<file path="src/sv/sfd_pkg.sv">
package sfd_pkg;

    localparam int MAX_FRAME = 100;
    localparam int POS_W     = $clog2(MAX_FRAME);
    // largest length byte whose frame still fits (length + 6 bytes)
    localparam int LEN_LIMIT = MAX_FRAME - 6;
    localparam int CFG_IDX_W = 2;
    localparam int TDATA_W   = 24;

    typedef enum logic [CFG_IDX_W-1:0] {
        CFG_START_CODE = 2'd0,
        CFG_END_CODE   = 2'd1
    } cfg_reg_t;

    typedef enum logic [1:0] {
        FS_OK       = 2'd0,
        FS_BAD_SUM  = 2'd1,
        FS_BAD_END  = 2'd2,
        FS_TOO_LONG = 2'd3
    } frame_status_t;

    localparam logic [7:0] START_CODE_RST = 8'hF1;
    localparam logic [7:0] END_CODE_RST   = 8'h7E;

    typedef struct packed {
        logic          valid;
        logic [7:0]    rx_byte;
    } in_stage_t;

    typedef struct packed {
        logic [6:0]    frame_length;
        frame_status_t frame_status;
        logic [6:0]    byte_index;
        logic [7:0]    data_byte;
        logic          is_status;
    } result_t;

endpackage

</file>
<file path="src/sv/sfd_in_reg.sv">
module sfd_in_reg (
    input  logic              aclk,
    input  logic              aresetn,
    input  logic              s_tvalid,
    output logic              s_tready,
    input  logic [7:0]        s_tdata,
    input  logic              take,
    output sfd_pkg::in_stage_t in_stage
);
    import sfd_pkg::*;

    logic       valid_reg;
    logic       valid_next;
    logic [7:0] byte_reg;

    assign s_tready = !valid_reg || take;

    always_comb begin
        valid_next = valid_reg;
        if (s_tvalid && s_tready) begin
            valid_next = 1'b1;
        end else if (take) begin
            valid_next = 1'b0;
        end
    end

    always_ff @(posedge aclk) begin
        if (!aresetn) begin
            valid_reg <= 1'b0;
        end else begin
            valid_reg <= valid_next;
        end
    end

    always_ff @(posedge aclk) begin
        if (s_tvalid && s_tready) begin
            byte_reg <= s_tdata;
        end
    end

    assign in_stage.valid   = valid_reg;
    assign in_stage.rx_byte = byte_reg;

endmodule

</file>
<file path="src/sv/sfd_parse.sv">
module sfd_parse (
    input  logic                          aclk,
    input  logic                          aresetn,
    input  sfd_pkg::in_stage_t            in_stage,
    output logic                          take,
    input  logic                          cfg_valid,
    input  logic [sfd_pkg::CFG_IDX_W-1:0] cfg_index,
    input  logic [7:0]                    cfg_data,
    output sfd_pkg::result_t              res,
    output logic                          res_valid,
    input  logic                          res_ready
);
    import sfd_pkg::*;

    logic [7:0]       start_code_reg;
    logic [7:0]       end_code_reg;

    logic [POS_W-1:0] pos_reg,   pos_next;
    logic [POS_W-1:0] len_reg,   len_next;
    logic [7:0]       sum_reg,   sum_next;
    logic             match_reg, match_next;

    logic             out_valid_reg;
    result_t          out_reg;
    result_t          res_next;
    logic             emit;

    logic [7:0]       b;
    logic [POS_W-1:0] len_plus4;

    assign b         = in_stage.rx_byte;
    assign len_plus4 = len_reg + POS_W'(4);
    assign take      = in_stage.valid && (!out_valid_reg || res_ready);

    always_ff @(posedge aclk) begin
        if (!aresetn) begin
            start_code_reg <= START_CODE_RST;
            end_code_reg   <= END_CODE_RST;
        end else if (cfg_valid) begin
            unique case (cfg_index)
                CFG_START_CODE: start_code_reg <= cfg_data;
                CFG_END_CODE:   end_code_reg   <= cfg_data;
                default: ;
            endcase
        end
    end

    always_comb begin
        pos_next   = pos_reg;
        len_next   = len_reg;
        sum_next   = sum_reg;
        match_next = match_reg;
        emit       = 1'b0;
        res_next   = '0;

        if (pos_reg == '0) begin
            if (b == start_code_reg) begin
                pos_next = POS_W'(1);
            end
        end else if (pos_reg == POS_W'(1)) begin
            // a mismatch here drops back to hunting without retesting the byte
            pos_next = (b == start_code_reg) ? POS_W'(2) : '0;
        end else if (pos_reg == POS_W'(2)) begin
            sum_next           = b;
            pos_next           = POS_W'(3);
            emit               = 1'b1;
            res_next.data_byte = b;
            res_next.byte_index = 7'(pos_reg);
        end else if (pos_reg == POS_W'(3)) begin
            emit = 1'b1;
            if (b > 8'(LEN_LIMIT)) begin
                pos_next              = '0;
                res_next.is_status    = 1'b1;
                res_next.byte_index   = 7'(pos_reg);
                res_next.frame_status = FS_TOO_LONG;
                res_next.frame_length = 7'd4;
            end else begin
                len_next            = POS_W'(b);
                sum_next            = sum_reg + b;
                pos_next            = POS_W'(4);
                res_next.data_byte  = b;
                res_next.byte_index = 7'(pos_reg);
            end
        end else if (pos_reg < len_plus4) begin
            sum_next            = sum_reg + b;
            pos_next            = pos_reg + POS_W'(1);
            emit                = 1'b1;
            res_next.data_byte  = b;
            res_next.byte_index = 7'(pos_reg);
        end else if (pos_reg == len_plus4) begin
            // checksum byte: no item, verdict kept for the end byte
            match_next = (b == sum_reg);
            pos_next   = pos_reg + POS_W'(1);
        end else begin
            emit                  = 1'b1;
            pos_next              = '0;
            res_next.is_status    = 1'b1;
            res_next.byte_index   = 7'(pos_reg);
            res_next.frame_length = 7'(len_reg + POS_W'(6));
            if (b != end_code_reg) begin
                res_next.frame_status = FS_BAD_END;
            end else if (!match_reg) begin
                res_next.frame_status = FS_BAD_SUM;
            end else begin
                res_next.frame_status = FS_OK;
            end
        end

        if (pos_next == '0) begin
            len_next   = '0;
            sum_next   = '0;
            match_next = 1'b0;
        end
    end

    always_ff @(posedge aclk) begin
        if (!aresetn) begin
            pos_reg       <= '0;
            len_reg       <= '0;
            sum_reg       <= '0;
            match_reg     <= 1'b0;
            out_valid_reg <= 1'b0;
        end else begin
            if (take) begin
                pos_reg       <= pos_next;
                len_reg       <= len_next;
                sum_reg       <= sum_next;
                match_reg     <= match_next;
                out_valid_reg <= emit;
            end else if (res_ready) begin
                out_valid_reg <= 1'b0;
            end
        end
    end

    always_ff @(posedge aclk) begin
        if (take) begin
            out_reg <= res_next;
        end
    end

    assign res       = out_reg;
    assign res_valid = out_valid_reg;

    a_pos_range: assert property (@(posedge aclk) disable iff (!aresetn)
        pos_reg < POS_W'(MAX_FRAME))
        else $error("frame position past buffer end");

    a_len_range: assert property (@(posedge aclk) disable iff (!aresetn)
        len_reg <= POS_W'(LEN_LIMIT))
        else $error("stored length exceeds limit");

    a_status_hunts: assert property (@(posedge aclk) disable iff (!aresetn)
        take && emit && res_next.is_status |=> pos_reg == '0)
        else $error("status item did not return to hunting");

    a_status_no_data: assert property (@(posedge aclk) disable iff (!aresetn)
        out_valid_reg && out_reg.is_status |-> out_reg.data_byte == 8'd0)
        else $error("status item carries data");

    a_payload_fields: assert property (@(posedge aclk) disable iff (!aresetn)
        out_valid_reg && !out_reg.is_status |->
            out_reg.frame_length == 7'd0 && out_reg.byte_index >= 7'd2)
        else $error("malformed payload item");

endmodule

</file>
<file path="src/sv/serial_frame_deframer_sum8_core.sv">
// Path: a byte accepted into the input register is taken by the parse stage, and its result
// item is registered in the result register, which drives m_tvalid. Throughput: one byte
// per cycle unless a held item waits on m_tready; the input register is refilled in the
// cycle the parse stage takes it, and the result register drains as the next byte is parsed.
// Bytes that end in no item (hunting, second start byte, checksum byte) keep that rate.
// Reset (aresetn low, synchronous): hunting for a start byte, both stages empty, codes F1/7E.
module serial_frame_deframer_sum8_core (
    input  logic                          aclk,
    input  logic                          aresetn,
    input  logic                          s_tvalid,
    output logic                          s_tready,
    input  logic [7:0]                    s_tdata,  // [7:0] rx_byte
    output logic                          m_tvalid,
    input  logic                          m_tready,
    // [7:0] data_byte, [14:8] byte_index, [16:15] frame_status, [23:17] frame_length
    output logic [sfd_pkg::TDATA_W-1:0]   m_tdata,
    output logic                          m_tlast,  // is_status
    input  logic                          cfg_valid,
    output logic                          cfg_ready,
    input  logic [sfd_pkg::CFG_IDX_W-1:0] cfg_index,
    input  logic [7:0]                    cfg_data
);
    import sfd_pkg::*;

    in_stage_t in_stage;
    result_t   res;
    logic      take;

    assign cfg_ready = 1'b1;

    sfd_in_reg u_in_reg (
        .aclk     (aclk),
        .aresetn  (aresetn),
        .s_tvalid (s_tvalid),
        .s_tready (s_tready),
        .s_tdata  (s_tdata),
        .take     (take),
        .in_stage (in_stage)
    );

    sfd_parse u_parse (
        .aclk      (aclk),
        .aresetn   (aresetn),
        .in_stage  (in_stage),
        .take      (take),
        .cfg_valid (cfg_valid),
        .cfg_index (cfg_index),
        .cfg_data  (cfg_data),
        .res       (res),
        .res_valid (m_tvalid),
        .res_ready (m_tready)
    );

    assign m_tdata = {res.frame_length, res.frame_status, res.byte_index, res.data_byte};
    assign m_tlast = res.is_status;

endmodule
</file>
<file path="config.mk">
export PLATFORM = sky130hd
export DESIGN_NAME = serial_frame_deframer_sum8_core
export DESIGN_NICKNAME = d
export VERILOG_FILES = /design/src/sv/sfd_pkg.sv /design/src/sv/sfd_in_reg.sv /design/src/sv/sfd_parse.sv /design/src/sv/serial_frame_deframer_sum8_core.sv
export SDC_FILE = /design/constraint.sdc
export NUM_CORES = 1
export LEC_CHECK = 0
export ABC_AREA = 1
export BUFFER_PORTS_ARGS = -buffer_cell sky130_fd_sc_hd__buf_2
export CAP_MARGIN = 20
export CORE_ASPECT_RATIO = 1.1
export CORE_MARGIN = 2
export CORE_UTILIZATION = 45
export DETAILED_ROUTE_END_ITERATION = 8
export GPL_TIMING_DRIVEN = 0
export PLACE_DENSITY = 0.71
export SKIP_LAST_GASP = 1
export SYNTH_ARGS = -nofsm -noshare
export SYNTH_HDL_FRONTEND = slang
export SYNTH_SLANG_ARGS = --single-unit
</file>
<file path="constraint.sdc">
create_clock -name aclk -period 4.25 [get_ports aclk]
set_input_delay 0.6375 -clock aclk [delete_from_list [all_inputs] [get_ports aclk]]
set_output_delay 0.6375 -clock aclk [all_outputs]
set_load 0.03 [all_outputs]
</file>
### Yosys cells after proc, flatten, opt, wreduce, memory -nomap -nowiden

Index checks and enable logic that the tools add are counted.

| cells by class | value |
|---|---|
| add/subtract/negate cells | 4 |
| $lt $le $gt $ge | 2 |
| eq/ne operators | 15 |
| mux-type cells | 51 |
| reductions and logical operators | 21 |

Operators by type and width:

| kind | count |
|---|---|
| $mux 7 | 14 |
| $mux 8 | 9 |
| $mux 25 | 1 |
| $mux 1 | 20 |
| $eq 8x8->1 | 2 |
| $mux 16 | 1 |
| $mux 15 | 1 |
| $add 7x3->7 const B | 2 |
| $eq 7x2->1 const B | 2 |
| $logic_not 7->1 | 2 |
| $ne 2x2->1 const B | 6 |
| $mux 9 | 1 |
| $add 8x8->8 | 1 |
| $gt 8x7->1 const B | 1 |
| $ne 8x8->1 | 1 |
| $reduce_bool 2->1 | 4 |
| $add 7x1->7 const B | 1 |
| $eq 7x1->1 const B | 1 |
| $eq 7x7->1 | 1 |
| $lt 7x7->1 | 1 |
| $reduce_and 7->1 | 1 |
| $reduce_and 6->1 | 1 |
| $mux 5 | 1 |
| $reduce_and 5->1 | 1 |
| 12 further kinds | 17 |

| word-level totals | value |
|---|---|
| register bits after elaboration | 74 |
| input port bits | 23 |
| output and inout bits | 28 |

### Depth between registers and ports, before layout

Gate-level depths: netlist (run 1).

| logic depth | value |
|---|---|
| depth in word-level cells | 11 |
| gate-level depth with buffers | 19 |

### Hierarchy

A second synthesis (run 1) with hierarchy kept.

| second synthesis, totals | value |
|---|---|
| cell total of the unflattened synthesis | 535 |
| area, all modules | 4169.0 µm² |

Modules (own cells, without submodules):

| module | times used | cells an instance | area each (µm²) | seq. area each (µm²) |
|---|---|---|---|---|
| sfd_parse | 1 | 517 | 3858.7 | 1551.5 |
| sfd_in_reg | 1 | 16 | 299.0 | 260.2 |
| serial_frame_deframer_sum8_core | 1 | 2 | 11.3 | 0.0 |

### Least setup slack after synthesis (run 1)

OpenSTA, ideal clock, no wires.

| timing path | value |
|---|---|
| kind | register to register |
| from | register u_parse.len_reg[3] |
| to | register u_parse.len_reg[3] |
| setup time | 0.114 ns |
| data arrival time | 2.449 ns |
| required time | 4.136 ns |
| path slack | 1.687 ns |
| cell stages (with the launch flop) | 19 |
| buffers on the path | 1 |
| period minus slack after synthesis | 2.563 ns |
| cells stage by stage | dfxtp_1 -> ha_1 -> nand3_1 -> xor2_1 -> ha_1 -> nand2_1 -> nor2_2 -> nand2_1 -> nand2_2 -> nand2_2 -> nand2_1 -> nand2_1 -> a21oi_2 -> nand3_4 -> nand2_4 -> buf_12 -> nand3_2 -> nand2_1 -> nor2_2 |

| on the way | value |
|---|---|
| longest elaborated chain between the ends | 11 |

RTL lines:

| element | line | RTL |
|---|---|---|
| start: declaration | sfd_parse.sv:19 | `logic [POS_W-1:0] len_reg, len_next;` |
| start signal: assignment | sfd_parse.sv:126 | `len_reg <= len_next;` |
| $add 7x3->7 (*) | sfd_parse.sv:32 | `assign len_plus4 = len_reg + POS_W'(4);` |
| parallel branches: the longest is 2 deep, another holds $lt 7x7->1 | -- |  |
| $mux 7 (*) | sfd_parse.sv:84 | `end else if (pos_reg < len_plus4) begin` |
| $mux 7 (*) | sfd_parse.sv:69 | `end else if (pos_reg == POS_W'(3)) begin` |
| $mux 7 (*) | sfd_parse.sv:63 | `end else if (pos_reg == POS_W'(2)) begin` |
| $mux 7 (*) | sfd_parse.sv:60 | `end else if (pos_reg == POS_W'(1)) begin` |
| $mux 7 (*) | sfd_parse.sv:56 | `if (pos_reg == '0) begin` |
| $logic_not 7->1 (*) | sfd_parse.sv:109 | `if (pos_next == '0) begin` |
| $ne 2x2->1 (no source line) or $reduce_bool 2->1 (tied branches) | -- |  |
| $reduce_and 6->1 (no source line) | -- |  |

Mark *: on every way between the ends.
A chain may end at the register's enable or synchronous reset.

### Worst setup path after layout (run 1)

| timing path | value |
|---|---|
| from | register u_parse.len_reg[3] |
| to | register u_parse.len_reg[5] |

The elaborated chain is that of the path after synthesis.

==> impl_results.md, run 1 <==
- Root buf cell: clkbuf_8
- WL per Instance: 13.0 µm
- CP delay by family, top: simple AND/OR/NAND/NOR gates
- Row Count: 37
- Initial antenna violation count: 0
- TritonCTS buffer count: 9
- Max Transition Viols Final: 0
- Placer Congestion: 0.890
- Hold_ws: 445 ps
- Cts repair resizes: 0
- Die ar.: 10500 µm²
- Number of buffers and inverters on the critical path: 1
- Crit path cell chain: ha_1 -> nand3_1 -> xor2_1 -> ha_1 -> nand2_1 -> nor2_2 -> nand2_1 -> nand2_2 -> nand2_2 -> nand2_1 -> nand2_1 -> a21oi_2 -> nand3_4 -> nand2_4 -> buf_12 -> nand3_2 -> nand2_1 -> nor2_2
- Required time worst endpoint: 4520 ps
- Dpl ws: 1340 ps
- Final period util: 0.694
- H-tree depth: 3
- Final Util: 0.527
- Synthesized instance count: 539
- Crit-path max cell delay: 450 ps
- Max-cap check violation count: 0
- VDD IR max: 251 µV
- Setup TNS: 0 ps
- Setup crit end kind: flip-flop
- CP arrival: 3210 ps
- Most used cell, CP: nand2_1
- Reg clk slew, reported paths: 80 ps
- WL final: 9340 µm
- Initial core utilization: 0.464
- Vias post-DR: 3575
- Sequential share of the synthesized area: 0.416
- Status: complete, no violations
- Port buffer count: 48
- Largest net degree at the start of global routing: 35
- Clk_skew: 7.75 ps
- Mapped Nets: 584
- Static leakage: 2.32 nW
- Slew @ Worst Pin: 824 ps
- Post-synth EDFFs: 33
- Area grow syn2layout: 13.7%
- First-pass GRT wire length: 15600 µm
- Worst Hold Class: input port to flip-flop
- CP Max Fanout: 10
- Clock buffer depth: 2
- GRT Total Usage: 0.187
- Number of flip-flops in the largest register: 25
- GRT overflow: 0
- Warnings, synthesis: 0
- Worst rel slew slack: 0.451
- Synth unique cells: 43
- ANT cells: 0
- Synth Area per Inst: 8.08 µm²
- Nets@finish: 643
- Slowest stage cell, crit path: dfxtp_1
- Via density: 4.97
- Final worst slack: 1300 ps
- Share of post-route cells with drive strength above 1: 0.204
- Hold Buf Count CTS: 0
- # IOs: 51
- Layout filler cell count: 898
- Post-route DRC: 0
- DRT antenna net count: 0
- Number of synthesized register bits: 74
- CTS tree: yes
- RSZ-0062 raised after global routing: false
- Power density cells: 414 nW/µm²
- Chip width: 97.8 µm
- Number of DRC markers in iteration 0: 179
- Setup Fix Bufs, Post-CTS: 0
- Clk sink count: 74
- Top_reg_cell synth: dfxtp_1
- Final worst path period need: 2950 ps
- Core Region: 9400 µm²
- DRT Pass-1 Iters: 6
- Number of global-route vias before repair: 3372
- DP HPWL: 7040 µm
- Chip Height: 107 µm
- Fmax: 0.339 GHz
- Asr flop ratio synth: 0
- WS Path Type: flip-flop to flip-flop
- CP Launch Type: flip-flop
- Final hold viol count: 0
- Final setup viols: 0
- Clock Latency Late Sink: 360 ps
- Area of the mapped netlist: 4360 µm²
-- per-stage QoR --
step | cell area, µm² | total power, mW | instances
2_1_floorplan | 4360 | 1.36 | 539
3_3_place_gp | 4740 | 1.48 | 704
3_5_place_dp | 4740 | 1.49 | 704
4_1_cts | 4950 | 2.07 | 720
5_1_grt | 4950 | 2.18 | 720
6_report | 4950 | 2.05 | 720
-- report_power, final --
group | internal [mW] | switching, mW | leakage, nW
clock | 0.293 | 0.277 | 0.103
combinational | 0.222 | 0.404 | 1.56
sequential | 0.807 | 0.0451 | 0.654
-- path summary, 6_finish.rpt --
path | start | endpoint | slack [ps] | cells past startpoint
max | u_parse.len_reg[3] | u_parse.len_reg[5] | 1300 | 18
min | s_tdata[4] | u_in_reg.byte_reg[4] | 450 | 1
max reg2reg | u_parse.len_reg[3] | u_parse.len_reg[5] | 1300 | 18
min reg2reg | u_parse.start_code_reg[3] | u_parse.start_code_reg[3] | 480 | 2
-- final cells by class --
| type | instances | area [µm²] | area share |
|---|---|---|---|
| clock buffer | 10 | 138 | 0.0278 |
| buffer | 16 | 111 | 0.0225 |
| inverter | 67 | 251 | 0.0508 |
| tap | 117 | 146 | 0.0296 |
| multi-input combinational | 382 | 2180 | 0.441 |
| clock inverter | 6 | 72.6 | 0.0147 |
| sequential | 74 | 1810 | 0.366 |
| timing repair buffer | 48 | 240 | 0.0485 |
-- cell usage in the layout (no fill, tap or decap), types with 4 or more instances in the layout --
master	n
nor2_2	9
dfxtp_1	41
nand3_1	35
xnor2_1	14
a21oi_2	10
nand2_4	5
inv_2	6
nor2_1	66
nand3_2	4
o21ai_0	15
xor2_1	10
nand2_1	126
edfxtp_1	33
inv_1	58
clkbuf_8	10
buf_2	52
clkbuf_1	6
ha_1	21
a21oi_1	23
nand4_1	6
a211oi_1	4
-- per-layer routing --
metal	global-route usage	part of all wire	routed length [µm]	up-vias
li1	-	-	-	1856
met1	0.222	0.43	4010	1607
met2	0.330	0.50	4680	88
met3	0.0398	0.042	392	24
met4	0.0754	0.027	253	0
met5	0	0	0	-
-- synth_stat cells (3+ instances only) --
master | count | area, µm²
edfxtp_1 | 33 | 991
xnor2_1 | 14 | 123
nand4_1 | 6 | 37.5
clkbuf_1 | 6 | 22.5
o21ai_0 | 15 | 75.1
a211oi_1 | 4 | 30.0
nor2_1 | 66 | 248
o211ai_1 | 3 | 22.5
nand2_4 | 5 | 56.3
buf_2 | 4 | 20.0
ha_1 | 21 | 263
inv_1 | 58 | 218
nor2_2 | 9 | 56.3
clkinv_1 | 3 | 11.3
nand2_1 | 126 | 473
nand2_2 | 3 | 18.8
inv_2 | 6 | 22.5
dfxtp_1 | 41 | 821
xor2_1 | 10 | 87.6
nor3_1 | 3 | 15.0
a21oi_1 | 23 | 115
a21oi_2 | 10 | 87.6
buf_6 | 3 | 33.8
nand3_1 | 35 | 175
nand3_2 | 4 | 40.0
-- logic make-up after synthesis --
family / share of synthesized area
other: 0.000861
AND/OR/NAND/NOR: 0.294
AO/OA/AOI/OAI: 0.0930
buffers and inverters: 0.0833
flip-flops: 0.416
XOR/XNOR: 0.0482
adder cells (fa/ha/maj): 0.0649
(Power assumes the default switching activity.)
==> inputs of run 2 (changes only) <==
- clock period: 4.25 -> 2.8 ns (I/O delays scaled with it)
==> run 2 against run 1 <==
- global-route usage unchanged
- core utilization grew 2.0 points
- combinational power rose by 71%
==> impl_results.md, run 2 (same netlist as run 1, synthesis figures left out) <==
- Status: complete, no violations
- CP Launch Point: u_parse.len_reg[3]
- Port buffer count: 48 (unchanged)
- Max Transition Viols Final: 0 (unchanged)
- Hold Buf Count CTS: 0 (unchanged)
- Max-cap check violation count: 0 (unchanged)
- Most used cell, CP: nand2_2
- DRT Pass-1 Iters: 5 (-1)
- Number of global-route vias before repair: 3372 (unchanged)
- Clock buffer depth: 2 (unchanged)
- WL final: 9630 µm (+3.1%)
- WL per Instance: 13.2 µm (+1.9%)
- Vias post-DR: 3643 (+1.9%)
- Sequential power share: 0.402 (-0.014)
- Largest net degree at the start of global routing: 35 (unchanged)
- Worst Hold Class: input port to flip-flop
- Reg2reg start: u_parse.len_reg[3]
- Root buf cell: clkbuf_8
- Number of DRC markers in iteration 0: 186 (+3.9%)
- First-pass GRT wire length: 15500 µm (about the same)
- Fin area: 5140 µm² (+3.8%)
- VDD IR max: 378 µV (+50%)
- Slowest stage cell, crit path: dfxtp_4
- Total power: 3.25 mW (+58%)
- Number of flip-flops in the largest register: 25 (unchanged)
- Comb power frac: 0.330 (+0.024)
- Final worst path period need: 2710 ps (-239 ps)
- Commonest non-fill, non-tap cell in the layout: nand2_1
- Row Count: 37 (unchanged)
- Chip width: 97.8 µm (unchanged)
- CP arrival: 2970 ps (-240 ps)
- Int Pwr: 2.08 mW (+57%)
- RSZ-0062 raised after global routing: true
- Switch share: 0.359 (+0.00453)
- Clk_skew: 9.90 ps (+2.15 ps)
- ANT cells: 0 (unchanged)
- Area grow syn2layout: 18.1%
- Power density cells: 631 nW/µm² (+53%)
- Dpl ws: -114 ps (-1450 ps)
- CTS tree: yes
- Switching power: 1.17 mW (+60%)
- Crit-path max cell delay: 400 ps (-50 ps)
- Slew @ Worst Pin: 843 ps (+19.1 ps)
- DP Area: 4740 µm² (unchanged)
- CP Max Fanout: 10 (unchanged)
- Clk sink count: 74 (unchanged)
- CP Launch Type: flip-flop
- Final period util: 0.968 (+0.274)
- Setup crit end kind: flip-flop
- Layout filler cell count: 868 (-3.3%)
- Core Region: 9400 µm² (unchanged)
- Reg clk slew, reported paths: 80 ps (about the same)
- # IOs: 51 (unchanged)
- DP HPWL: 7040 µm (unchanged)
- WS Path Type: flip-flop to flip-flop
- Final Util: 0.547 (+0.0202)
- Die ar.: 10500 µm² (unchanged)
- Via density: 5.00 (+0.78%)
- Placer Congestion: 0.890 (unchanged)
- DRT antenna net count: 0 (unchanged)
- Static leakage: 2.37 nW (+2.1%)
- Clock share of power: 0.268 (-0.010)
- GRT overflow: 0 (unchanged)
- Nets@finish: 651 (+1.2%)
- Initial antenna violation count: 0 (unchanged)
- Setup TNS: 0 ps (unchanged)
- TritonCTS buffer count: 9 (unchanged)
- Crit path cell chain: ha_4 -> nand3_4 -> xor2_2 -> ha_1 -> nand2_2 -> nor2_4 -> nand2_2 -> nand2_4 -> nand2_4 -> nand2_2 -> nand2_2 -> a21oi_2 -> nand3_4 -> nand2_4 -> buf_12 -> nand3_2 -> nand2_1 -> nor2_2
- Final hold viol count: 0 (unchanged)
- Post-route DRC: 0 (unchanged)
- Clock Latency Late Sink: 360 ps (about the same)
- GRT Total Usage: 0.187 (unchanged)
- Share of post-route cells with drive strength above 1: 0.244 (+0.0399)
- Chip Height: 107 µm (unchanged)
- Worst Hold Launch: s_tdata[4]
- Required time worst endpoint: 3060 ps (-1460 ps)
- H-tree depth: 3 (unchanged)
- Final setup viols: 0 (unchanged)
- Fmax: 0.369 GHz (+8.8%)
- Worst rel slew slack: 0.438 (-0.0127)
- Initial core utilization: 0.464 (unchanged)
- Final worst slack: 90.1 ps (-1210 ps)
- Commonest non-fill, non-tap cells in the layout: nand2_1, nor2_1, inv_1
==> run 2: layer usage <==
metal / part of all wire / global-route usage
met5: 0 / 0
met4: 0.027 / 0.0754
met3: 0.048 / 0.0398
met2: 0.51 / 0.330
met1: 0.41 / 0.222
==> run 2: what timing repair did <==
item	CTS	global route
gates cloned	0	1
pin swaps	2	16
gates resized for setup	4	27
buffers inserted	1	7
endpoints found under the setup margin	16	16
endpoints found under the hold margin	0	0
==> run 2: final cells by class <==
type / count / area (µm²) / share of cell area
Multi-Input combinational cell: 382 / 2290 / 0.445
Timing Repair Buffer: 57 / 315 / 0.0613
Buffer: 15 / 108 / 0.0209
Inverter: 67 / 254 / 0.0494
Sequential cell: 74 / 1820 / 0.354
Clock buffer: 10 / 138 / 0.0268
Tap cell: 117 / 146 / 0.0285
Clock inverter: 6 / 72.6 / 0.0141
==> run 2: stage by stage <==
stage | std cells | hold WS [ps]
after global placement | 704 | 457
after floorplan | 539 | 443
after CTS | 720 | 212
final | 728 | 229
after global routing | 728 | 218
after detailed placement | 704 | 467
==> run 2: power groups by stage <==
stage	clock network, mW	logic (mW)	registers (mW)
6_report	0.870	1.07	1.30
2_1_floorplan	0	0.701	1.36
5_1_grt	0.937	1.19	1.31
3_5_place_dp	0	0.945	1.32
3_3_place_gp	0	0.923	1.32
4_1_cts	0.890	0.959	1.30
==> run 2: worst paths after layout <==
| kind | endpoint | slack (ps) | cells after the start |
|---|---|---|---|
| setup / recovery | u_parse.len_reg[4] | 90 | 18 |
| hold / removal | u_in_reg.byte_reg[4] | 230 | 1 |
| setup reg to reg | u_parse.len_reg[4] | 90 | 18 |
| hold reg to reg | u_parse.start_code_reg[3] | 480 | 2 |
==> run 2: critical path: cells and delay by family (launching register included) <==
| family | cells | cell delay, ps |
|---|---|---|
| flops | 1 | 400 |
| simple gates | 13 | 1190 |
| fa+ha+maj | 2 | 490 |
| compound gates | 1 | 210 |
| xor+xnor | 1 | 160 |
| buf+inv | 1 | 150 |
